### config.mk
export PLATFORM = sky130hd
export DESIGN_NAME = nand_flash_command_sequencer_flat
export DESIGN_NICKNAME = d
export VERILOG_FILES = /design/src/design/nfcs_pkg.sv /design/src/design/nfcs_if.sv /design/src/design/nfcs_front.sv /design/src/design/nfcs_queue.sv /design/src/design/nfcs_back.sv /design/src/design/nand_flash_command_sequencer.sv /design/src/flat_wrapper.sv
export SDC_FILE = /design/constraint.sdc
export NUM_CORES = 1
export LEC_CHECK = 0
export ABC_AREA = 1
export BUFFER_PORTS_ARGS = -buffer_cell sky130_fd_sc_hd__buf_2
export CAP_MARGIN = 10
export CORE_AREA = 5 5 235 237
export CTS_BUF_LIST = sky130_fd_sc_hd__clkbuf_16
export DETAILED_ROUTE_END_ITERATION = 16
export DIE_AREA = 0 0 240 242
export HOLD_SLACK_MARGIN = 0.03
export PLACE_DENSITY = 0.46
export SYNTH_ARGS = -nofsm -noshare
export SYNTH_HDL_FRONTEND = slang
export SYNTH_SLANG_ARGS = --single-unit
### constraint.sdc
create_clock -name clk -period 14.5 [get_ports clk]
set_input_delay 4.35 -clock clk [delete_from_list [all_inputs] [get_ports clk]]
set_output_delay 4.35 -clock clk [all_outputs]
set_load 0.03 [all_outputs]
### src/design/nfcs_pkg.sv
// Shared types and constants of the NAND flash command sequencer.
// Depends on nothing; every other file of the block but nfcs_if imports it.
package nfcs_pkg;

	localparam int unsigned PAGES_PER_BLOCK_DEF = 64;
	localparam int unsigned ID_BYTES_DEF = 5;
	localparam int unsigned MAX_RESULTS = 8;
	localparam logic [12:0] MAX_BYTES = 13'd4096;

	// Request codes.
	localparam logic [2:0] REQ_RESET = 3'd0;
	localparam logic [2:0] REQ_READ_ID = 3'd1;
	localparam logic [2:0] REQ_PAGE_READ = 3'd2;
	localparam logic [2:0] REQ_PROGRAM = 3'd3;
	localparam logic [2:0] REQ_ERASE = 3'd4;
	localparam logic [2:0] REQ_PAYLOAD = 3'd5;
	localparam logic [2:0] REQ_SAMPLE = 3'd6;

	// Bus cycle kinds.
	localparam logic [2:0] KIND_CMD = 3'd0;
	localparam logic [2:0] KIND_ADDR = 3'd1;
	localparam logic [2:0] KIND_DWRITE = 3'd2;
	localparam logic [2:0] KIND_DREAD = 3'd3;
	localparam logic [2:0] KIND_DONE = 3'd4;

	// Completion status codes.
	localparam logic [1:0] ST_OK = 2'd0;
	localparam logic [1:0] ST_TIMEOUT = 2'd1;
	localparam logic [1:0] ST_PROTECTED = 2'd2;
	localparam logic [1:0] ST_FAILED = 2'd3;

	// Flash command bytes.
	localparam logic [7:0] CMD_RESET = 8'hFF;
	localparam logic [7:0] CMD_READ_ID = 8'h90;
	localparam logic [7:0] CMD_READ1 = 8'h00;
	localparam logic [7:0] CMD_READ2 = 8'h30;
	localparam logic [7:0] CMD_PROG1 = 8'h80;
	localparam logic [7:0] CMD_PROG2 = 8'h10;
	localparam logic [7:0] CMD_ERASE1 = 8'h60;
	localparam logic [7:0] CMD_ERASE2 = 8'hD0;
	localparam logic [7:0] CMD_STATUS = 8'h70;

	// Configuration register indexes and reset values.
	localparam logic [1:0] CFG_READ_LIMIT = 2'd0;
	localparam logic [1:0] CFG_PROG_LIMIT = 2'd1;
	localparam logic [1:0] CFG_ERASE_LIMIT = 2'd2;
	localparam logic [15:0] READ_LIMIT_RST = 16'd200;
	localparam logic [15:0] PROG_LIMIT_RST = 16'd2000;
	localparam logic [15:0] ERASE_LIMIT_RST = 16'd4000;

	typedef struct packed {
		logic [2:0] kind;
		logic [7:0] data;
		logic [1:0] status;
	} bus_res_t;

	// One burst of results caused by one accepted request.
	typedef struct packed {
		logic [3:0] count;
		bus_res_t [MAX_RESULTS-1:0] res;
	} burst_t;

endpackage

### src/design/nfcs_if.sv
// Handshake channels of the sequencer: the request channel and the result channel.
// Depends on nothing.
interface nfcs_req_if;
	logic valid;
	logic ready;
	logic [2:0] req_type;
	logic [23:0] target_addr;
	logic [11:0] col_offset;
	logic [12:0] byte_count;
	logic [7:0] payload_byte;
	logic ready_level;
	logic [7:0] flash_byte;

	modport source (output valid, req_type, target_addr, col_offset, byte_count,
		payload_byte, ready_level, flash_byte, input ready);
	modport sink (input valid, req_type, target_addr, col_offset, byte_count,
		payload_byte, ready_level, flash_byte, output ready);
endinterface

interface nfcs_res_if;
	logic valid;
	logic ready;
	logic [2:0] bus_kind;
	logic [7:0] bus_byte;
	logic [1:0] op_status;
	logic last;

	modport source (output valid, bus_kind, bus_byte, op_status, last, input ready);
	modport sink (input valid, bus_kind, bus_byte, op_status, last, output ready);
endinterface

### src/design/nfcs_front.sv
// Front end: holds the sequencer state and the wait limits, accepts requests and
// turns each into a burst of bus results. Depends on nfcs_pkg and nfcs_if.
module nfcs_front #(
	parameter int unsigned PAGES_PER_BLOCK = nfcs_pkg::PAGES_PER_BLOCK_DEF,
	parameter int unsigned ID_BYTES = nfcs_pkg::ID_BYTES_DEF
) (
	input logic clk,
	input logic arst_n,
	input logic cfg_we,
	input logic [1:0] cfg_idx,
	input logic [15:0] cfg_data,
	nfcs_req_if.sink req,
	input logic q_full,
	output logic push,
	output nfcs_pkg::burst_t burst
);
	import nfcs_pkg::*;

	typedef enum logic [2:0] {PH_IDLE, PH_ID, PH_RWAIT, PH_RDATA, PH_PDATA, PH_PWAIT} phase_t;

	localparam logic [23:0] PPB = 24'(PAGES_PER_BLOCK);

	phase_t phase_q, phase_d;
	logic erase_q, erase_d;
	logic [15:0] wait_q, wait_d;
	logic [12:0] left_q, left_d;
	logic tout_q, tout_d;
	logic [15:0] rd_lim_q, pg_lim_q, er_lim_q;

	logic accept;
	logic [12:0] cnt, left_dec;
	logic [23:0] erase_row;
	logic [15:0] lim;
	logic [16:0] wait_inc;
	logic w_ready, w_tout;
	logic [1:0] st;

	assign req.ready = !q_full;
	assign accept = req.valid && req.ready;
	assign push = accept && (burst.count != 4'd0);

	assign cnt = (req.byte_count > MAX_BYTES) ? MAX_BYTES : req.byte_count;
	assign left_dec = (left_q != 13'd0) ? left_q - 13'd1 : 13'd0;
	assign erase_row = req.target_addr * PPB;
	assign lim = (phase_q == PH_RWAIT) ? rd_lim_q : (erase_q ? er_lim_q : pg_lim_q);

	// Wait step: a count already at the limit times out at once, otherwise the
	// sample counts, ready ends the wait, and a busy sample at the limit times out.
	assign wait_inc = {1'b0, wait_q} + 17'd1;
	assign w_tout = ({1'b0, wait_q} >= {1'b0, lim}) ||
		(!req.ready_level && (wait_inc >= {1'b0, lim}));
	assign w_ready = !w_tout && req.ready_level;

	always_comb begin
		phase_d = phase_q;
		erase_d = erase_q;
		wait_d = wait_q;
		left_d = left_q;
		tout_d = tout_q;
		burst = '0;
		st = ST_OK;
		case (req.req_type)
			REQ_RESET: begin
				burst.res[0] = '{KIND_CMD, CMD_RESET, ST_OK};
				burst.res[1] = '{KIND_DONE, 8'h00, ST_OK};
				burst.count = 4'd2;
				phase_d = PH_IDLE;
			end
			REQ_READ_ID, REQ_PAGE_READ, REQ_PROGRAM, REQ_ERASE: begin
				if (phase_q == PH_IDLE) begin
					wait_d = '0;
					tout_d = 1'b0;
					erase_d = 1'b0;
					case (req.req_type)
						REQ_READ_ID: begin
							burst.res[0] = '{KIND_CMD, CMD_READ_ID, ST_OK};
							burst.res[1] = '{KIND_ADDR, 8'h00, ST_OK};
							burst.count = 4'd2;
							left_d = 13'(ID_BYTES);
							phase_d = PH_ID;
						end
						REQ_ERASE: begin
							burst.res[0] = '{KIND_CMD, CMD_ERASE1, ST_OK};
							burst.res[1] = '{KIND_ADDR, erase_row[7:0], ST_OK};
							burst.res[2] = '{KIND_ADDR, erase_row[15:8], ST_OK};
							burst.res[3] = '{KIND_ADDR, erase_row[23:16], ST_OK};
							burst.res[4] = '{KIND_CMD, CMD_ERASE2, ST_OK};
							burst.count = 4'd5;
							erase_d = 1'b1;
							left_d = '0;
							phase_d = PH_PWAIT;
						end
						default: begin
							burst.res[0] = '{KIND_CMD,
								(req.req_type == REQ_PAGE_READ) ? CMD_READ1 : CMD_PROG1, ST_OK};
							burst.res[1] = '{KIND_ADDR, req.col_offset[7:0], ST_OK};
							burst.res[2] = '{KIND_ADDR, {4'h0, req.col_offset[11:8]}, ST_OK};
							burst.res[3] = '{KIND_ADDR, req.target_addr[7:0], ST_OK};
							burst.res[4] = '{KIND_ADDR, req.target_addr[15:8], ST_OK};
							burst.res[5] = '{KIND_ADDR, req.target_addr[23:16], ST_OK};
							left_d = cnt;
							if (req.req_type == REQ_PAGE_READ) begin
								burst.res[6] = '{KIND_CMD, CMD_READ2, ST_OK};
								burst.count = 4'd7;
								phase_d = PH_RWAIT;
							end else if (cnt == 13'd0) begin
								burst.res[6] = '{KIND_CMD, CMD_PROG2, ST_OK};
								burst.count = 4'd7;
								phase_d = PH_PWAIT;
							end else begin
								burst.count = 4'd6;
								phase_d = PH_PDATA;
							end
						end
					endcase
				end
			end
			REQ_PAYLOAD: begin
				if (phase_q == PH_PDATA) begin
					burst.res[0] = '{KIND_DWRITE, req.payload_byte, ST_OK};
					left_d = left_dec;
					if (left_dec == 13'd0) begin
						burst.res[1] = '{KIND_CMD, CMD_PROG2, ST_OK};
						burst.count = 4'd2;
						wait_d = '0;
						phase_d = PH_PWAIT;
					end else begin
						burst.count = 4'd1;
					end
				end
			end
			REQ_SAMPLE: begin
				case (phase_q)
					PH_ID, PH_RDATA: begin
						burst.res[0] = '{KIND_DREAD, req.flash_byte, ST_OK};
						left_d = left_dec;
						if (left_dec == 13'd0) begin
							burst.res[1] = '{KIND_DONE, 8'h00, tout_q ? ST_TIMEOUT : ST_OK};
							burst.count = 4'd2;
							phase_d = PH_IDLE;
						end else begin
							burst.count = 4'd1;
						end
					end
					PH_RWAIT: begin
						if (!w_tout) begin
							wait_d = wait_inc[15:0];
						end
						if (w_tout || w_ready) begin
							tout_d = w_tout;
							if (left_q == 13'd0) begin
								burst.res[0] = '{KIND_DONE, 8'h00, w_tout ? ST_TIMEOUT : ST_OK};
								burst.count = 4'd1;
								phase_d = PH_IDLE;
							end else begin
								phase_d = PH_RDATA;
							end
						end
					end
					PH_PWAIT: begin
						if (!w_tout) begin
							wait_d = wait_inc[15:0];
						end
						if (w_tout) begin
							burst.res[0] = '{KIND_DONE, 8'h00, ST_TIMEOUT};
							burst.count = 4'd1;
							phase_d = PH_IDLE;
						end else if (w_ready) begin
							if (!req.flash_byte[7]) begin
								st = ST_PROTECTED;
							end else if (req.flash_byte[0]) begin
								st = ST_FAILED;
							end
							burst.res[0] = '{KIND_CMD, CMD_STATUS, ST_OK};
							burst.res[1] = '{KIND_DREAD, req.flash_byte, ST_OK};
							burst.res[2] = '{KIND_DONE, 8'h00, st};
							burst.count = 4'd3;
							phase_d = PH_IDLE;
						end
					end
					default: begin
					end
				endcase
			end
			default: begin
			end
		endcase
		// Every completion returns the sequencer to its idle state.
		if (phase_d == PH_IDLE) begin
			erase_d = 1'b0;
			wait_d = '0;
			left_d = '0;
			tout_d = 1'b0;
		end
	end

	always_ff @(posedge clk or negedge arst_n) begin
		if (!arst_n) begin
			phase_q <= PH_IDLE;
			erase_q <= 1'b0;
			wait_q <= '0;
			left_q <= '0;
			tout_q <= 1'b0;
			rd_lim_q <= READ_LIMIT_RST;
			pg_lim_q <= PROG_LIMIT_RST;
			er_lim_q <= ERASE_LIMIT_RST;
		end else begin
			if (accept) begin
				phase_q <= phase_d;
				erase_q <= erase_d;
				wait_q <= wait_d;
				left_q <= left_d;
				tout_q <= tout_d;
			end
			if (cfg_we) begin
				case (cfg_idx)
					CFG_READ_LIMIT: rd_lim_q <= cfg_data;
					CFG_PROG_LIMIT: pg_lim_q <= cfg_data;
					CFG_ERASE_LIMIT: er_lim_q <= cfg_data;
					default: begin
					end
				endcase
			end
		end
	end
endmodule

### src/design/nfcs_queue.sv
// Two-entry queue of result bursts between the front end and the back end.
// Depends on nfcs_pkg.
module nfcs_queue (
	input logic clk,
	input logic arst_n,
	input logic push,
	input nfcs_pkg::burst_t push_data,
	input logic pop,
	output nfcs_pkg::burst_t head,
	output logic full,
	output logic empty
);
	import nfcs_pkg::*;

	burst_t mem_q [2];
	logic wr_q, rd_q;
	logic [1:0] cnt_q;

	assign full = (cnt_q == 2'd2);
	assign empty = (cnt_q == 2'd0);
	assign head = mem_q[rd_q];

	always_ff @(posedge clk) begin
		if (push) begin
			mem_q[wr_q] <= push_data;
		end
	end

	always_ff @(posedge clk or negedge arst_n) begin
		if (!arst_n) begin
			wr_q <= 1'b0;
			rd_q <= 1'b0;
			cnt_q <= '0;
		end else begin
			if (push) begin
				wr_q <= !wr_q;
			end
			if (pop) begin
				rd_q <= !rd_q;
			end
			cnt_q <= cnt_q + {1'b0, push} - {1'b0, pop};
		end
	end
endmodule

### src/design/nfcs_back.sv
// Back end: plays out the head burst of the queue one bus result per transfer
// and marks the final result of each burst. Depends on nfcs_pkg and nfcs_if.
module nfcs_back (
	input logic clk,
	input logic arst_n,
	input nfcs_pkg::burst_t head,
	input logic empty,
	output logic pop,
	nfcs_res_if.source res
);
	import nfcs_pkg::*;

	logic [2:0] idx_q;
	logic at_end;
	bus_res_t cur;

	assign cur = head.res[idx_q];
	assign at_end = ({1'b0, idx_q} == head.count - 4'd1);
	assign res.valid = !empty;
	assign res.bus_kind = cur.kind;
	assign res.bus_byte = cur.data;
	assign res.op_status = cur.status;
	assign res.last = at_end;
	assign pop = res.valid && res.ready && at_end;

	always_ff @(posedge clk or negedge arst_n) begin
		if (!arst_n) begin
			idx_q <= '0;
		end else if (res.valid && res.ready) begin
			idx_q <= at_end ? 3'd0 : idx_q + 3'd1;
		end
	end
endmodule

### src/design/nand_flash_command_sequencer.sv
// Top level of the NAND flash command sequencer: front end, burst queue, back end.
// Depends on nfcs_pkg, nfcs_if, nfcs_front, nfcs_queue and nfcs_back.
//
//   Channel  Direction  Content
//   req      in         reset/ID/read/program/erase requests, payload bytes, bus samples
//   res      out        command, address, data and completion bus cycles
//   cfg      in         write-only wait limits (read, program, erase)
//
// The front end takes one request per cycle while the queue is not full and decides
// all of its results at once; the back end sends them one transfer per cycle while
// the result side is ready, so a request that causes k results takes k transfers.
// A two-entry burst queue sits between them: requests keep flowing while the
// result side stalls, and the request channel stalls only when both entries are full.
// Reset (arst_n low) returns the sequencer to idle, empties the queue and
// loads the wait limits with 200, 2000 and 4000.
module nand_flash_command_sequencer #(
	parameter int unsigned PAGES_PER_BLOCK = nfcs_pkg::PAGES_PER_BLOCK_DEF,
	parameter int unsigned ID_BYTES = nfcs_pkg::ID_BYTES_DEF
) (
	input logic clk,
	input logic arst_n,
	input logic cfg_we,
	input logic [1:0] cfg_idx,
	input logic [15:0] cfg_data,
	nfcs_req_if.sink req,
	nfcs_res_if.source res
);
	import nfcs_pkg::*;

	burst_t burst, head;
	logic push, pop, q_full, q_empty;

	// Request side: state, limits and burst building.
	nfcs_front #(
		.PAGES_PER_BLOCK(PAGES_PER_BLOCK),
		.ID_BYTES(ID_BYTES)
	) u_front (
		.clk(clk),
		.arst_n(arst_n),
		.cfg_we(cfg_we),
		.cfg_idx(cfg_idx),
		.cfg_data(cfg_data),
		.req(req),
		.q_full(q_full),
		.push(push),
		.burst(burst)
	);

	// Decoupling queue; only requests that cause results occupy an entry.
	nfcs_queue u_queue (
		.clk(clk),
		.arst_n(arst_n),
		.push(push),
		.push_data(burst),
		.pop(pop),
		.head(head),
		.full(q_full),
		.empty(q_empty)
	);

	// Result side: serializes each burst onto the result channel.
	nfcs_back u_back (
		.clk(clk),
		.arst_n(arst_n),
		.head(head),
		.empty(q_empty),
		.pop(pop),
		.res(res)
	);

	// A burst is never written into a full queue.
	a_no_overflow: assert property (@(posedge clk) disable iff (!arst_n)
		q_full |-> !push)
		else $error("burst pushed into a full queue");

	// Every queued burst carries at least one result.
	a_burst_nonempty: assert property (@(posedge clk) disable iff (!arst_n)
		push |-> (burst.count != 4'd0))
		else $error("empty burst queued");

	// A pop happens only on the final transfer of a burst.
	a_pop_on_last: assert property (@(posedge clk) disable iff (!arst_n)
		pop |-> (res.valid && res.ready && res.last))
		else $error("burst retired before its final result");
endmodule
### src/flat_wrapper.sv
// flat-port wrapper written by rule: the top's interface ports become plain ports
module nand_flash_command_sequencer_flat import nfcs_pkg::*;
#(
	parameter int unsigned PAGES_PER_BLOCK = nfcs_pkg::PAGES_PER_BLOCK_DEF,
	parameter int unsigned ID_BYTES = nfcs_pkg::ID_BYTES_DEF
)
  (clk, arst_n, cfg_we, cfg_idx, cfg_data, req_valid, req_req_type, req_target_addr, req_col_offset, req_byte_count, req_payload_byte, req_ready_level, req_flash_byte, req_ready, res_valid, res_bus_kind, res_bus_byte, res_op_status, res_last, res_ready);
  nfcs_req_if req_i ();
  nfcs_res_if res_i ();
  input logic clk;
  input logic arst_n;
  input logic cfg_we;
  input logic [1:0] cfg_idx;
  input logic [15:0] cfg_data;
  input wire logic [$bits(req_i.valid)-1:0] req_valid;
  input wire logic [$bits(req_i.req_type)-1:0] req_req_type;
  input wire logic [$bits(req_i.target_addr)-1:0] req_target_addr;
  input wire logic [$bits(req_i.col_offset)-1:0] req_col_offset;
  input wire logic [$bits(req_i.byte_count)-1:0] req_byte_count;
  input wire logic [$bits(req_i.payload_byte)-1:0] req_payload_byte;
  input wire logic [$bits(req_i.ready_level)-1:0] req_ready_level;
  input wire logic [$bits(req_i.flash_byte)-1:0] req_flash_byte;
  output wire logic [$bits(req_i.ready)-1:0] req_ready;
  output wire logic [$bits(res_i.valid)-1:0] res_valid;
  output wire logic [$bits(res_i.bus_kind)-1:0] res_bus_kind;
  output wire logic [$bits(res_i.bus_byte)-1:0] res_bus_byte;
  output wire logic [$bits(res_i.op_status)-1:0] res_op_status;
  output wire logic [$bits(res_i.last)-1:0] res_last;
  input wire logic [$bits(res_i.ready)-1:0] res_ready;
  assign req_i.valid = req_valid;
  assign req_i.req_type = req_req_type;
  assign req_i.target_addr = req_target_addr;
  assign req_i.col_offset = req_col_offset;
  assign req_i.byte_count = req_byte_count;
  assign req_i.payload_byte = req_payload_byte;
  assign req_i.ready_level = req_ready_level;
  assign req_i.flash_byte = req_flash_byte;
  assign req_ready = req_i.ready;
  assign res_valid = res_i.valid;
  assign res_bus_kind = res_i.bus_kind;
  assign res_bus_byte = res_i.bus_byte;
  assign res_op_status = res_i.op_status;
  assign res_last = res_i.last;
  assign res_i.ready = res_ready;
  nand_flash_command_sequencer #(.PAGES_PER_BLOCK(PAGES_PER_BLOCK), .ID_BYTES(ID_BYTES)) u_core (.clk(clk), .arst_n(arst_n), .cfg_we(cfg_we), .cfg_idx(cfg_idx), .cfg_data(cfg_data), .req(req_i), .res(res_i));
endmodule
======== Yosys cells after proc, flatten, opt, wreduce, memory -nomap -nowiden ========
Memory sizes are Yosys's and may differ from the RTL's.
Cells that the tools add are included.
word-level totals
  flip-flop bits (word level) ............. 89
  bits in writable memories ............... 190
  bits of input ports ..................... 92
  output and inout bits ................... 16
  logic and storage cells ................. 166
  memories ................................ 1
memories
  memory                depth  bits a word  rd ports  clocked after Yosys merged registers in  wr ports  line              source
  u_core.u_queue.mem_q  2      95           1         0                                        1         nfcs_queue.sv:15  burst_t mem_q [2];
operators by class
  add/subtract/negate cells ............... 6
  order comparisons ....................... 4
  equal/unequal tests ..................... 23
  mux-type cells .......................... 81
  reductions and logical operators ........ 39
operators by type and width
  cell                                                             number
  13-bit 2-to-1 mux                                                12
  16-bit 2-to-1 mux                                                8
  26-bit one-hot mux with 4 select lines                           1
  91-bit 2-to-1 mux                                                1
  13-bit one-hot mux with 2 select lines                           3
  13-bit one-hot mux with 3 select lines                           2
  37-bit one-hot mux with 2 select lines                           1
  52-bit 2-to-1 mux                                                1
  16-bit one-hot mux with 3 select lines                           1
  23-bit one-hot mux with 2 select lines                           1
  13-bit binary-select mux with 3-bit select                       1
  13-bit zero test                                                 3
  39-bit 2-to-1 mux                                                1
  3-bit 2-to-1 mux                                                 10
  26-bit 2-to-1 mux                                                1
  21-bit 2-to-1 mux                                                1
  3-bit != test, second input constant                             7
  20-bit 2-to-1 mux                                                1
  16-bit by 1-bit adder with 17-bit output, second input constant  1
  17-bit by 16-bit greater-or-equal comparator with 1-bit output   1
  1-bit 2-to-1 mux                                                 17
  16-bit greater-or-equal comparator                               1
  8-bit 2-to-1 mux                                                 2
  4-bit one-hot mux with 4 select lines                            1
  36 further kinds                                                 74

======== Depth between registers and ports, before layout ========
Gate-level depths: netlist of run 1.
  word-level depth ........................ 15
  gate-level depth with buffers ........... 34

======== Modules after synthesis ========
A second synthesis of run 1 with hierarchy kept.
unflattened totals
  cells, all modules ...................... 1910
  area total of the unflattened synthesis .. 16478.3 um^2
modules (own cells, without submodules)
  module      times used  cells each  area each (um^2)  sequential area each (um^2)
  nfcs_queue  1           589         8339.2            6586.3
  nfcs_front  1           1079        6884.1            2070.7
  nfcs_back   1           242         1255.0            75.1

======== Worst setup path after synthesis of run 1 ========
No wires, ideal clock.
  path type ............................... input-to-reg
  start point ............................. input req_req_type[1]
  end point ............................... memory u_core.u_queue.mem_q[1][0] (netlist name) (enable)
  library setup time ...................... 0.492 ns
  data arrival time ....................... 8.704 ns
  required time ........................... 14.008 ns
  setup slack ............................. 5.304 ns
  stages .................................. 12
  buffers on the path ..................... 1
  cells stage by stage .................... clkbuf_1 -> nor2_1 -> inv_1 -> nor2_1 -> nor2_1 -> nor2_1 -> inv_1 -> nor2_1 -> o21ai_0 -> nand4_1 -> nand2_1 -> nor2_1
on the way
  longest elaborated chain between the ends .. 9
  elaborated cells between the ends (all ways) .. 16
RTL lines
  item                                            line                                 source
  start, declared                                 flat_wrapper.sv:16                   input wire logic [$bits(req_i.req_type)-1:0] req_req_type;
  3-bit by 2-bit equality test with 1-bit output  nfcs_front.sv:62, nfcs_front.sv:102
  1-bit 2-to-1 mux                                nfcs_front.sv:102                    if (req.req_type == REQ_PAGE_READ) begin
  3-bit one-hot mux with 2 select lines           nfcs_front.sv:74                     case (req.req_type)
  3-bit 2-to-1 mux                                nfcs_front.sv:70                     if (phase_q == PH_IDLE) begin
  4-bit one-hot mux with 4 select lines (*)       nfcs_front.sv:62                     case (req.req_type)
  4-bit nonzero test (*)                          nfcs_front.sv:40                     assign push = accept && (burst.count != 4'd0);
  1-bit logical AND (*)                           nfcs_front.sv:40
  1-bit 2-to-1 mux (*)                            nfcs_queue.sv:24                     if (push) begin
  1-bit 2-to-1 mux (not written as such) (*)      nfcs_queue.sv:25                     mem_q[wr_q] <= push_data;
  end, declared                                   nfcs_queue.sv:15
Every way passes the cells marked *; elsewhere a longest branch is shown, timed or not.

======== Worst setup path after layout of run 1 ========
  start point ............................. register u_core.u_queue.rd_q
  end point ............................... output res_last
on the way
  longest elaborated chain between the ends .. 3
RTL lines
  item                                            line                source
  start, declared                                 nfcs_queue.sv:16    logic wr_q, rd_q;
  start signal, assigned                          nfcs_queue.sv:39    rd_q <= !rd_q;
  memory read 2 x 95 bit                          --
  4-bit by 1-bit subtractor with 4-bit output     nfcs_back.sv:18     assign at_end = ({1'b0, idx_q} == head.count - 4'd1);
  3-bit by 4-bit equality test with 1-bit output  nfcs_back.sv:18
  end, declared                                   flat_wrapper.sv:28  output wire logic [$bits(res_i.last)-1:0] res_last;
Every way passes these cells.

==> impl_metrics.env, run 1 <==
export IMPL_run_status="finished, final reports clean"
export IMPL_final_setup_worst_slack_ns=6.692
export IMPL_worst_ep_required_time_ns=10.15
export IMPL_postSynthRegisterBits=223
export IMPL_number_of_different_library_cells_in_the_post_synthesis_netlist=49
export IMPL_cts_resized=0
export IMPL_syn_to_final_growth_pct=16.81
export IMPL_rsz0062_at_grt="false"
export IMPL_timing_clock_skew_ns=0.03281
export IMPL_netlist_area_leader_share_pct=33.41
export IMPL_ys_seq_area_share_pct=52.05
export IMPL_clkSinkCount=223
export IMPL_comb_power_share_pct=42.5
export IMPL_timing_final_crit_share_pct=53.85
export IMPL_synth_top_cells_by_count="nand2_1, nor2_1, o21ai_0"
export IMPL_ir_drop_uv=91.42
export IMPL_clk_transition_reported_paths_ns=0.06
export IMPL_core_area_mm2=0.05307
export IMPL_cp_endpoint_kind="output pin"
export IMPL_tritoncts_num_buffers=26
export IMPL_die_h_um=242
export IMPL_synth_largest_area_cell="edfxtp_1"
export IMPL_arrival_ns=3.46
export IMPL_ys_flop_type="edfxtp_1"
export IMPL_rows=85
export IMPL_pin_count=108
export IMPL_dieArea_mm2=0.05808
export IMPL_hold_buffers=0
export IMPL_final_core_utilization_pct=26.51
export IMPL_detail_route_antenna_nets=0
export IMPL_drive_above_1_share_pct=13.27
export IMPL_max_freq_mhz=128.1
export IMPL_worstPathMaxFanout=67
export IMPL_share_of_synthesized_registers_carrying_an_async_set_or_reset_pct=39.91
export IMPL_holdCritPathClass="flip-flop to flip-flop"
export IMPL_p_int_w=0.001467
export IMPL_net_switching_power_w=0.001108
export IMPL_class_of_the_most_critical_setup_path="flip-flop to output pin"
export IMPL_finalNonFillerCells=2218
export IMPL_finish_net_count=1635
export IMPL_routed_via_density=4.462
export IMPL_max_cap_violations=0
export IMPL_n_antenna_cell=0
export IMPL_hold_path_startpoint="u_core.u_queue.wr_q"
export IMPL_preCtsSetupSlack_ns=6.316
export IMPL_post_route_cell_area_mm2=0.01407
export IMPL_synthCells=1414
export IMPL_synth_top_cells_by_area="edfxtp_1, dfrtp_1, nand2_1, o21ai_0, nor2_1"
export IMPL_ys_warnings_count=0
export IMPL_netSwitchingFraction_pct=43.02
export IMPL_finalWirelength_um=36100
export IMPL_cts_htree_levels=1
export IMPL_gr_usage_all_layers_pct=12.03
export IMPL_antenna_found_initial=0
export IMPL_power_clock_fraction_pct=23.4
export IMPL_numPortBuffers=107
export IMPL_startpoint="u_core.u_queue.rd_q"
export IMPL_grt_start_max_net_pins=68
export IMPL_gp_congestion=0.8036
export IMPL_syn_num_nets=1544
export IMPL_dp_hpwl_um=25130
export IMPL_floorplan_die_width_um=240
export IMPL_insertion_delay_ns=0.55
export IMPL_initial_utilization_pct=22.70
export IMPL_clock_tree_root_cell="clkbuf_16"
export IMPL_num_vias=9896
export IMPL_tightestPinTransition_ns=1.155
export IMPL_timing_max_slew_rel_slack_pct=22.76
export IMPL_synth_edf_count=134
export IMPL_placed_area_mm2=0.01330
export IMPL_number_of_global_route_vias_before_repair=9856
export IMPL_post_place_cells=2173
export IMPL_drtPass1Iterations=5
export IMPL_setup_viol_count_final=0
export IMPL_drc=0
export IMPL_power_share_sequential_pct=34.2
export IMPL_avgSynthCellArea_um2=8.519
export IMPL_power_static_leakage_nw=6.143
export IMPL_post_synthesis_instance_area_mm2=0.01205
export IMPL_global_route_congestion_overflow_total=0
export IMPL_timing_final_max_slew_violations=0
export IMPL_timing_hold_violations_final=0
export IMPL_wire_per_inst_um=16.28
export IMPL_nFillCells=5734
export IMPL_cts_setup_buffers=0
export IMPL_cp_start_kind="flip-flop"
export IMPL_clock_path_buffers=3
export IMPL_drt_iter0_drc=648
export IMPL_grt_pass1_wl_um=56210
export IMPL_clock_tree_from_tritoncts="done"
export IMPL_worst_r2r_startpoint="u_core.u_front.erase_q"
export IMPL_yosys_cell_count_top_type="nand2_1"
export IMPL_setup_tns_final_ns=0
export IMPL_cellPowerDensity_mw_per_mm2=183.0
export IMPL_timing_final_crit_period_ns=7.808
## placed cells by master (no fill, tap or decap), types with 4 or more instances in the layout
master     instances
dfrtp_1           73
nor2_1           209
nand2_2            4
nor4_1             4
ha_1              38
inv_1            161
clkinv_2           5
dfstp_2           15
a21oi_1           29
clkbuf_16         26
nand3_1           55
xnor2_1            5
nor3_1             8
o21ai_2           13
a22oi_1            9
o21ai_0          175
or2_2              7
edfxtp_1         134
o22ai_1           38
clkinv_1          13
nand2_1          299
nand4_1           26
buf_4              9
o211ai_1           7
xor2_1            13
buf_2            106
## path summary, 6_finish.rpt
| path | to | slack, ns | cells past startpoint |
|---|---|---|---|
| setup / recovery | res_last | 6.69 | 12 |
| hold / removal | u_core.u_queue.wr_q | 0.48 | 2 |
| setup reg to reg | u_core.u_queue.mem_q[1][10] | 8.28 | 20 |
| hold reg to reg | u_core.u_queue.wr_q | 0.48 | 2 |
| max in group asynchronous | u_core.u_queue.rd_q | 9.58 | 2 |
| min in group asynchronous | u_core.u_front.rd_lim_q[10] | 3.76 | 1 |
## through the flow
step           hold slack (ns)  total power (W)
6_report                0.4760         0.002575
5_1_grt                 0.4989         0.002776
4_1_cts                 0.4769         0.002614
3_5_place_dp            0.4658         0.002000
3_3_place_gp            0.4604         0.001988
2_1_floorplan           0.4419         0.001654
## flip-flops by register name, indices dropped and copies added, names as in the netlist
name / cells
u_core.u_front.wait_q: 16
u_core.u_queue.mem_q: 134
u_core.u_front.rd_lim_q: 16
u_core.u_front.left_q: 13
u_core.u_queue.rd_q: 1
u_core.u_front.er_lim_q: 16
u_core.u_queue.cnt_q: 2
u_core.u_front.pg_lim_q: 16
u_core.u_front.erase_q: 1
u_core.u_front.tout_q: 1
u_core.u_queue.wr_q: 1
u_core.u_back.idx_q: 3
u_core.u_front.phase_q: 3
## routing by layer
layer	global-route usage [%]	wire (um)
met5	0	0
met3	2.015	1924
met4	2.220	631
met2	20.58	17190
met1	16.15	16350
## cell families (layout without fill, tap and decap cells)
family	Yosys count	count (layout)	synth area share, %
AND/OR/NAND/NOR	624	624	21.59
adder cells (fa/ha/maj)	38	38	3.947
AO/OA/AOI/OAI	291	291	13.86
flip-flops	223	223	52.05
buffers and inverters	217	325	7.001
XOR/XNOR	18	18	1.309
multiplexers	3	3	0.2493
## critical path: stages (launching register included)
cell and delay (ns):
dfrtp_2 0.34, buf_4 0.59, clkinv_1 0.14, buf_4 0.35, or2_2 0.36, nand2_1 0.08, ha_1 0.24, xor2_1 0.12
o21ai_0 0.10, a21oi_1 0.12, nand2_1 0.11, inv_1 0.11, buf_2 0.22
## area by class of cell
type	count	area, um2	area share [%]
Inverter	165	619.3	4.402
Clock inverter	19	120.1	0.8537
Tap cell	696	870.8	6.189
Multi-Input combinational cell	974	4940	35.11
Clock buffer	26	650.6	4.624
Sequential cell	223	6271	44.57
Timing Repair Buffer	115	598.1	4.251
## power by group through the flow
stage	clock network [W]	logic [W]	registers, W
final	0.000602	0.00109	0.000879
after global routing	0.000647	0.00124	0.000892
after CTS	0.000622	0.00111	0.000880
after detailed placement	0	0.00111	0.000891
after global placement	0	0.00110	0.000890
after floorplan	0	0.000788	0.000865
No activity file was read; power rests on OpenSTA's default activity.
==> inputs of run 2 (changes only) <==
Settings changed: PLACE_DENSITY 0.46 to 0.47.
Clock period 14.5 ns to 7.15 ns, I/O delays scaled along.
==> run 2 against run 1 <==
  * Clock power increased by 94%
  * Cell count rose by 0.18%
  * Via count grew 1.4%
  * First-iteration DRC count rose by 23%
  * Highest routed layer unchanged
  * Cell area up 0.35%
  * Critical path depth grew 8
  * Total power increased by 100%
  * Clock skew shrank 0.023 ns
  * Clock-buffer cell count fell by 1
==> impl_metrics.env, run 2 (same netlist as run 1, synthesis figures left out) <==
export IMPL_run_status="finished, final reports clean"
export IMPL_timing_clock_skew_ns=0.01015
export IMPL_ir_drop_uv=145.7
export IMPL_clock_path_buffers=3
export IMPL_insertion_delay_ns=0.55
export IMPL_drt_iter0_drc=797
export IMPL_floorplan_die_width_um=240
export IMPL_tightestPinTransition_ns=1.070
export IMPL_drive_above_1_share_pct=13.51
export IMPL_die_h_um=242
export IMPL_cellPowerDensity_mw_per_mm2=366.6
export IMPL_num_vias=10030
export IMPL_cts_setup_buffers=0
export IMPL_nFillCells=5780
export IMPL_wire_per_inst_um=16.21
export IMPL_timing_final_max_slew_violations=0
export IMPL_finalWirelength_um=36010
export IMPL_antenna_found_initial=1
export IMPL_final_setup_worst_slack_ns=1.787
export IMPL_cp_endpoint_kind="flip-flop"
export IMPL_worstPathMaxFanout=44
export IMPL_preCtsSetupSlack_ns=1.469
export IMPL_arrival_ns=5.58
export IMPL_drc=0
export IMPL_holdCritPathClass="flip-flop to flip-flop"
export IMPL_rsz0062_at_grt="false"
export IMPL_tritoncts_num_buffers=25
export IMPL_totalPowerFinal_w=0.005175
export IMPL_setup_viol_count_final=0
export IMPL_setup_tns_final_ns=0
export IMPL_timing_max_slew_rel_slack_pct=28.44
export IMPL_clkSinkCount=223
export IMPL_grt_start_max_net_pins=68
export IMPL_timing_hold_violations_final=0
export IMPL_global_route_congestion_overflow_total=0
export IMPL_rows=85
export IMPL_finalHoldWorstSlack_ns=0.4717
export IMPL_cts_resized=0
export IMPL_pin_count=108
export IMPL_syn_to_final_growth_pct=17.21
export IMPL_cp_start_kind="flip-flop"
export IMPL_detail_route_antenna_nets=0
export IMPL_drtPass1Iterations=5
export IMPL_largest_register="u_core.u_queue.mem_q"
export IMPL_routed_via_density=4.514
export IMPL_timing_final_crit_share_pct=75.01
export IMPL_grt_pass1_wl_um=56340
export IMPL_class_of_the_most_critical_setup_path="flip-flop to flip-flop"
export IMPL_cts_htree_levels=1
export IMPL_hold_buffers=0
export IMPL_clock_tree_from_tritoncts="done"
export IMPL_largest_reg_flops=134
export IMPL_max_cap_violations=0
export IMPL_dp_hpwl_um=25720
export IMPL_clk_transition_reported_paths_ns=0.06
export IMPL_core_area_mm2=0.05307
export IMPL_power_static_leakage_nw=6.178
export IMPL_gr_usage_all_layers_pct=12.01
export IMPL_finish_net_count=1639
export IMPL_initial_utilization_pct=22.70
export IMPL_mostFrequentLayoutCell="nand2_1"
export IMPL_numPortBuffers=107
export IMPL_number_of_global_route_vias_before_repair=9848
export IMPL_clock_tree_root_cell="clkbuf_16"
export IMPL_worst_ep_required_time_ns=7.37
export IMPL_max_freq_mhz=186.5
export IMPL_final_core_utilization_pct=26.60
export IMPL_dieArea_mm2=0.05808
export IMPL_gp_congestion=0.8466
export IMPL_final_cell_mix="nand2_1, nor2_1, o21ai_0, inv_1, edfxtp_1"
export IMPL_timing_final_crit_period_ns=5.363
## run 2: path summary, 6_finish.rpt
kind	start	endpoint	slack, ns	depth (start not counted)
setup / recovery	u_core.u_front.phase_q[1]	u_core.u_queue.mem_q[0][28]	1.79	20
hold / removal	u_core.u_queue.wr_q	u_core.u_queue.wr_q	0.47	2
setup reg to reg	u_core.u_front.phase_q[1]	u_core.u_queue.mem_q[0][28]	1.79	20
hold reg to reg	u_core.u_queue.wr_q	u_core.u_queue.wr_q	0.47	2
max in group asynchronous	arst_n	u_core.u_queue.rd_q	4.51	2
min in group asynchronous	arst_n	u_core.u_front.rd_lim_q[9]	1.63	1
## run 2: through the flow
| step | instances | area (um2) |
|---|---|---|
| finish | 2222 | 14120 |
| global route | 2221 | 14120 |
| floorplan | 1414 | 12050 |
| global placement | 2177 | 13350 |
| CTS | 2220 | 14090 |
| detailed placement | 2177 | 13350 |
## run 2: cell type report
type	instances	area (um2)	area share, %
antenna	1	2.502	0.01772
clock buffer	25	625.6	4.431
clock inverter	18	108.9	0.7710
inverter	165	619.3	4.387
multi-input combinational	974	4940	34.99
sequential	223	6271	44.42
tap	696	870.8	6.168
timing repair buffer	120	680.7	4.821
## run 2: power by group
group | internal, W | leakage, nW | switching (W)
sequential | 0.00164 | 2.37 | 0.000124
clock | 0.000641 | 0.385 | 0.000531
combinational | 0.000653 | 3.43 | 0.00158
## run 2: worst max-delay path: stages (launching register included)
cell and delay [ns]:
dfrtp_1 0.45, inv_1 0.09, nor3_1 0.30, inv_1 0.48, o21ai_0 0.49, ha_1 0.31, a21oi_1 0.15, o21a_1 0.14
nand2_1 0.06, nand2_1 0.05, nand2_1 0.05, nor2_1 0.25, nand3_1 0.29, nor2_1 0.38, inv_1 0.25, nand2_1 0.12
nor4_1 0.07, nand4_1 0.14, nand3_1 0.12, inv_2 0.47, buf_12 0.34
## run 2: layer usage
layer	part of all wire (%)	vias to the layer above	GRT usage (%)
li1	-	4940	-
met1	45	4771	16.34
met2	47	266	19.92
met3	6.0	53	2.243
met4	2.4	0	2.687
met5	0	-	0
==> inputs of run 3 (changes only) <==
Settings changed: ABC_AREA 1 to 0, CORE_AREA 5 5 235 237 to 5 5 231 233, DIE_AREA 0 0 240 242 to 0 0 236 238.
Clock period 7.15 ns to 4.57 ns, I/O delays scaled along.
==> run 3 against run 2 <==
  * Worst hold slack improved by 0.026 ns
  * Clock power increased by 64%
  * Sequential share of layout area increased by 0.071 points
  * Critical path type is now flip-flop to output pin
  * Flip-flop and latch count unchanged
  * Utilization increased by 1.0 points
  * Clock-buffer cell count increased by 2
  * Synthesized area decreased by 4.1%
  * Combinational power increased by 42%
  * Cell count decreased by 21%
  * Critical endpoint is now res_bus_byte[6]
  * Wire length decreased by 8.9%
  * Critical path depth decreased by 15
==> impl_metrics.env, run 3 <==
export IMPL_run_status="finished, final reports clean"
export IMPL_reg2reg_setup_slack_ns=0.41
export IMPL_largest_reg_flops=134
export IMPL_cts_htree_levels=1
export IMPL_ys_seq_area_share_pct=54.26
export IMPL_timing_max_slew_rel_slack_pct=37.12
export IMPL_max_cap_violations=0
export IMPL_postSynthRegisterBits=223
export IMPL_insertion_delay_ns=0.55
export IMPL_dp_hpwl_um=23890
export IMPL_max_freq_mhz=239.8
export IMPL_largest_register="u_core.u_queue.mem_q"
export IMPL_clock_path_buffers=3
export IMPL_final_cell_mix="edfxtp_1, buf_2, dfrtp_1, a21oi_1, nor2_1"
export IMPL_synth_largest_area_cell="edfxtp_1"
export IMPL_global_route_congestion_overflow_total=0
export IMPL_post_synth_fa_ha_maj_area_fraction_pct=4.115
export IMPL_timing_critical_path_cells="buf_4 -> mux4_2 -> mux2i_1 -> o2bb2ai_1 -> buf_2"
export IMPL_core_area_mm2=0.05099
export IMPL_clock_tree_from_tritoncts="done"
export IMPL_arrival_ns=2.80
export IMPL_clkSinkCount=223
export IMPL_post_place_cells=1714
export IMPL_number_of_different_library_cells_in_the_post_synthesis_netlist=73
export IMPL_netlist_area_leader_share_pct=34.82
export IMPL_rows=83
export IMPL_gp_congestion=0.7899
export IMPL_clk_transition_reported_paths_ns=0.06
export IMPL_grt_pass1_wl_um=50730
export IMPL_drive_above_1_share_pct=28.69
export IMPL_post_synth_mux_area_share_pct=13.71
export IMPL_synth_edf_count=134
export IMPL_synthesized_area_fraction_occupied_by_and_or_nand_nor_cells_pct=10.64
export IMPL_drtPass1Iterations=5
export IMPL_gr_usage_all_layers_pct=11.30
export IMPL_share_of_synthesized_registers_carrying_an_async_set_or_reset_pct=39.91
export IMPL_drt_iter0_drc=577
export IMPL_timing_final_crit_share_pct=91.25
export IMPL_finalWirelength_um=32820
export IMPL_final_core_utilization_pct=27.64
export IMPL_routed_via_density=4.654
export IMPL_timing_clock_skew_ns=0.01518
export IMPL_tightestPinTransition_ns=0.9403
export IMPL_finalNonFillerCells=1765
export IMPL_setup_viol_count_final=0
export IMPL_cp_slowest_cell="dfrtp_2"
export IMPL_antenna_found_initial=7
export IMPL_grt_start_max_net_pins=47
export IMPL_timing_hold_violations_final=0
export IMPL_finalHoldWorstSlack_ns=0.4978
export IMPL_worst_ep_required_time_ns=3.20
export IMPL_rsz0062_at_grt="false"
export IMPL_number_of_global_route_vias_before_repair=8536
export IMPL_class_of_the_most_critical_setup_path="flip-flop to output pin"
export IMPL_setup_tns_final_ns=0
export IMPL_finish_net_count=1194
export IMPL_timing_final_max_slew_violations=0
export IMPL_num_vias=8214
export IMPL_syn_to_final_growth_pct=21.99
export IMPL_cp_start_kind="flip-flop"
export IMPL_hold_path_startpoint="u_core.u_queue.cnt_q[1]"
export IMPL_timing_critical_path_slowest_cell_delay_ns=0.79
export IMPL_cellPowerDensity_mw_per_mm2=559.9
export IMPL_hold_buffers=0
export IMPL_pin_count=108
export IMPL_drc=0
export IMPL_synth_top_cells_by_area="edfxtp_1, dfrtp_1, mux4_2, mux2_2, ha_1"
export IMPL_synthCells=929
export IMPL_synth_top_cells_by_count="edfxtp_1, dfrtp_1, nor2_1"
export IMPL_preCtsSetupSlack_ns=0.07872
export IMPL_synth_xor_xnor_area_share_pct=1.895
export IMPL_wire_per_inst_um=18.59
export IMPL_yosys_cell_count_top_type="edfxtp_1"
export IMPL_timing_final_crit_period_ns=4.170
export IMPL_ys_flop_type="edfxtp_1"
export IMPL_initial_utilization_pct=22.66
export IMPL_numPortBuffers=107
export IMPL_holdPathStages=1
export IMPL_die_h_um=238
export IMPL_dominant_combinational_cell_family_by_area_after_synthesis="multiplexers"
export IMPL_dieArea_mm2=0.05617
export IMPL_critical_path_reg2reg_endpoint="u_core.u_queue.mem_q[0][15]"
export IMPL_worst_r2r_startpoint="u_core.u_front.wait_q[2]"
export IMPL_clock_tree_root_cell="clkbuf_16"
export IMPL_final_setup_worst_slack_ns=0.4000
export IMPL_floorplan_die_width_um=236
export IMPL_avgSynthCellArea_um2=12.44
export IMPL_tritoncts_num_buffers=26
export IMPL_r2r_cells=20
export IMPL_synthesized_area_fraction_occupied_by_ao_oa_aoi_and_oai_cells_pct=12.86
export IMPL_worstPathMaxFanout=19
export IMPL_syn_num_nets=1059
export IMPL_ir_drop_uv=260.8
export IMPL_mostFrequentLayoutCell="edfxtp_1"
export IMPL_post_synthesis_instance_area_mm2=0.01155
export IMPL_ys_warnings_count=0
export IMPL_cp_endpoint_kind="output pin"
export IMPL_power_static_leakage_nw=5.573
export IMPL_detail_route_antenna_nets=0
export IMPL_worstHoldEndpoint="u_core.u_queue.cnt_q[1]"
export IMPL_holdCritPathClass="flip-flop to flip-flop"
## run 3: cell count changes in the layout (fill, tap and decap cells not counted), sizes merged, moves of 23 or more
cell	change
nand3	-39
nor2	-154
o22ai	-37
buf	+41
a21oi	+28
a22o	+43
mux2	+50
inv	-142
mux4	+28
o21ai	-146
nand2	-257
mux2i	+36
and3	+23
## run 3: cell type report
cell class,count,area (um2)
flip-flops and latches,223,6271
well taps,680,850.8
fillers,5298,36890
clock inverters,21,113.9
clock buffers,27,675.6
diodes,1,2.502
multi-input cells,631,5060
repair buffers,161,1044
inverters,21,78.83
## run 3: worst max path at each step
stage / start / to / slack, ns
after floorplan: u_core.u_front.phase_q[1] / u_core.u_queue.mem_q[0][0] / 0.02
after global placement: u_core.u_front.wait_q[2] / u_core.u_queue.cnt_q[1] / 0.22
after detailed placement: u_core.u_front.wait_q[0] / u_core.u_queue.cnt_q[1] / 0.08
after CTS: u_core.u_front.wait_q[0] / u_core.u_queue.cnt_q[1] / 0.08
after global routing: u_core.u_front.wait_q[2] / u_core.u_queue.mem_q[0][22] / 0.05
final: u_core.u_queue.rd_q / res_bus_byte[6] / 0.40
## run 3: timing repair
item	in CTS	in global routing
resized for setup	0	2
setup endpoints to repair	0	92
setup buffers	0	2
## run 3: cells by family after synthesis
group           Yosys count
xor+xnor                 25
simple gates            234
mux                     117
fa+ha+maj                38
buf+inv                  75
flops                   223
compound gates          217
## run 3: metal layers
layer / wire length [um] / part of all wire (%) / track usage (%)
met1: 14730 / 45 / 14.65
met4: 841 / 2.6 / 2.762
met2: 15630 / 48 / 19.33
met3: 1532 / 4.7 / 2.520
met5: 78 / 0.24 / 0
## run 3: metrics by stage
stage,total power (W),area [um2]
CTS,0.008012,14060
detailed placement,0.006048,13280
floorplan,0.004982,11590
global placement,0.006006,13280
global route,0.008425,14090
finish,0.007893,14100
## run 3: critical path, delay by kind of cell, from the launching register on
family,cells,cell delay (ns)
AOI/OAI and AO/OA,1,0.11
buffers and inverters,2,0.58
DFF,1,0.79
muxes,2,0.77
## run 3: power by group
group | internal (W) | switching (W)
Clock | 0.00107 | 0.000850
Sequential | 0.00251 | 0.000280
Combinational | 0.00132 | 0.00186
Total | 0.00490 | 0.00299
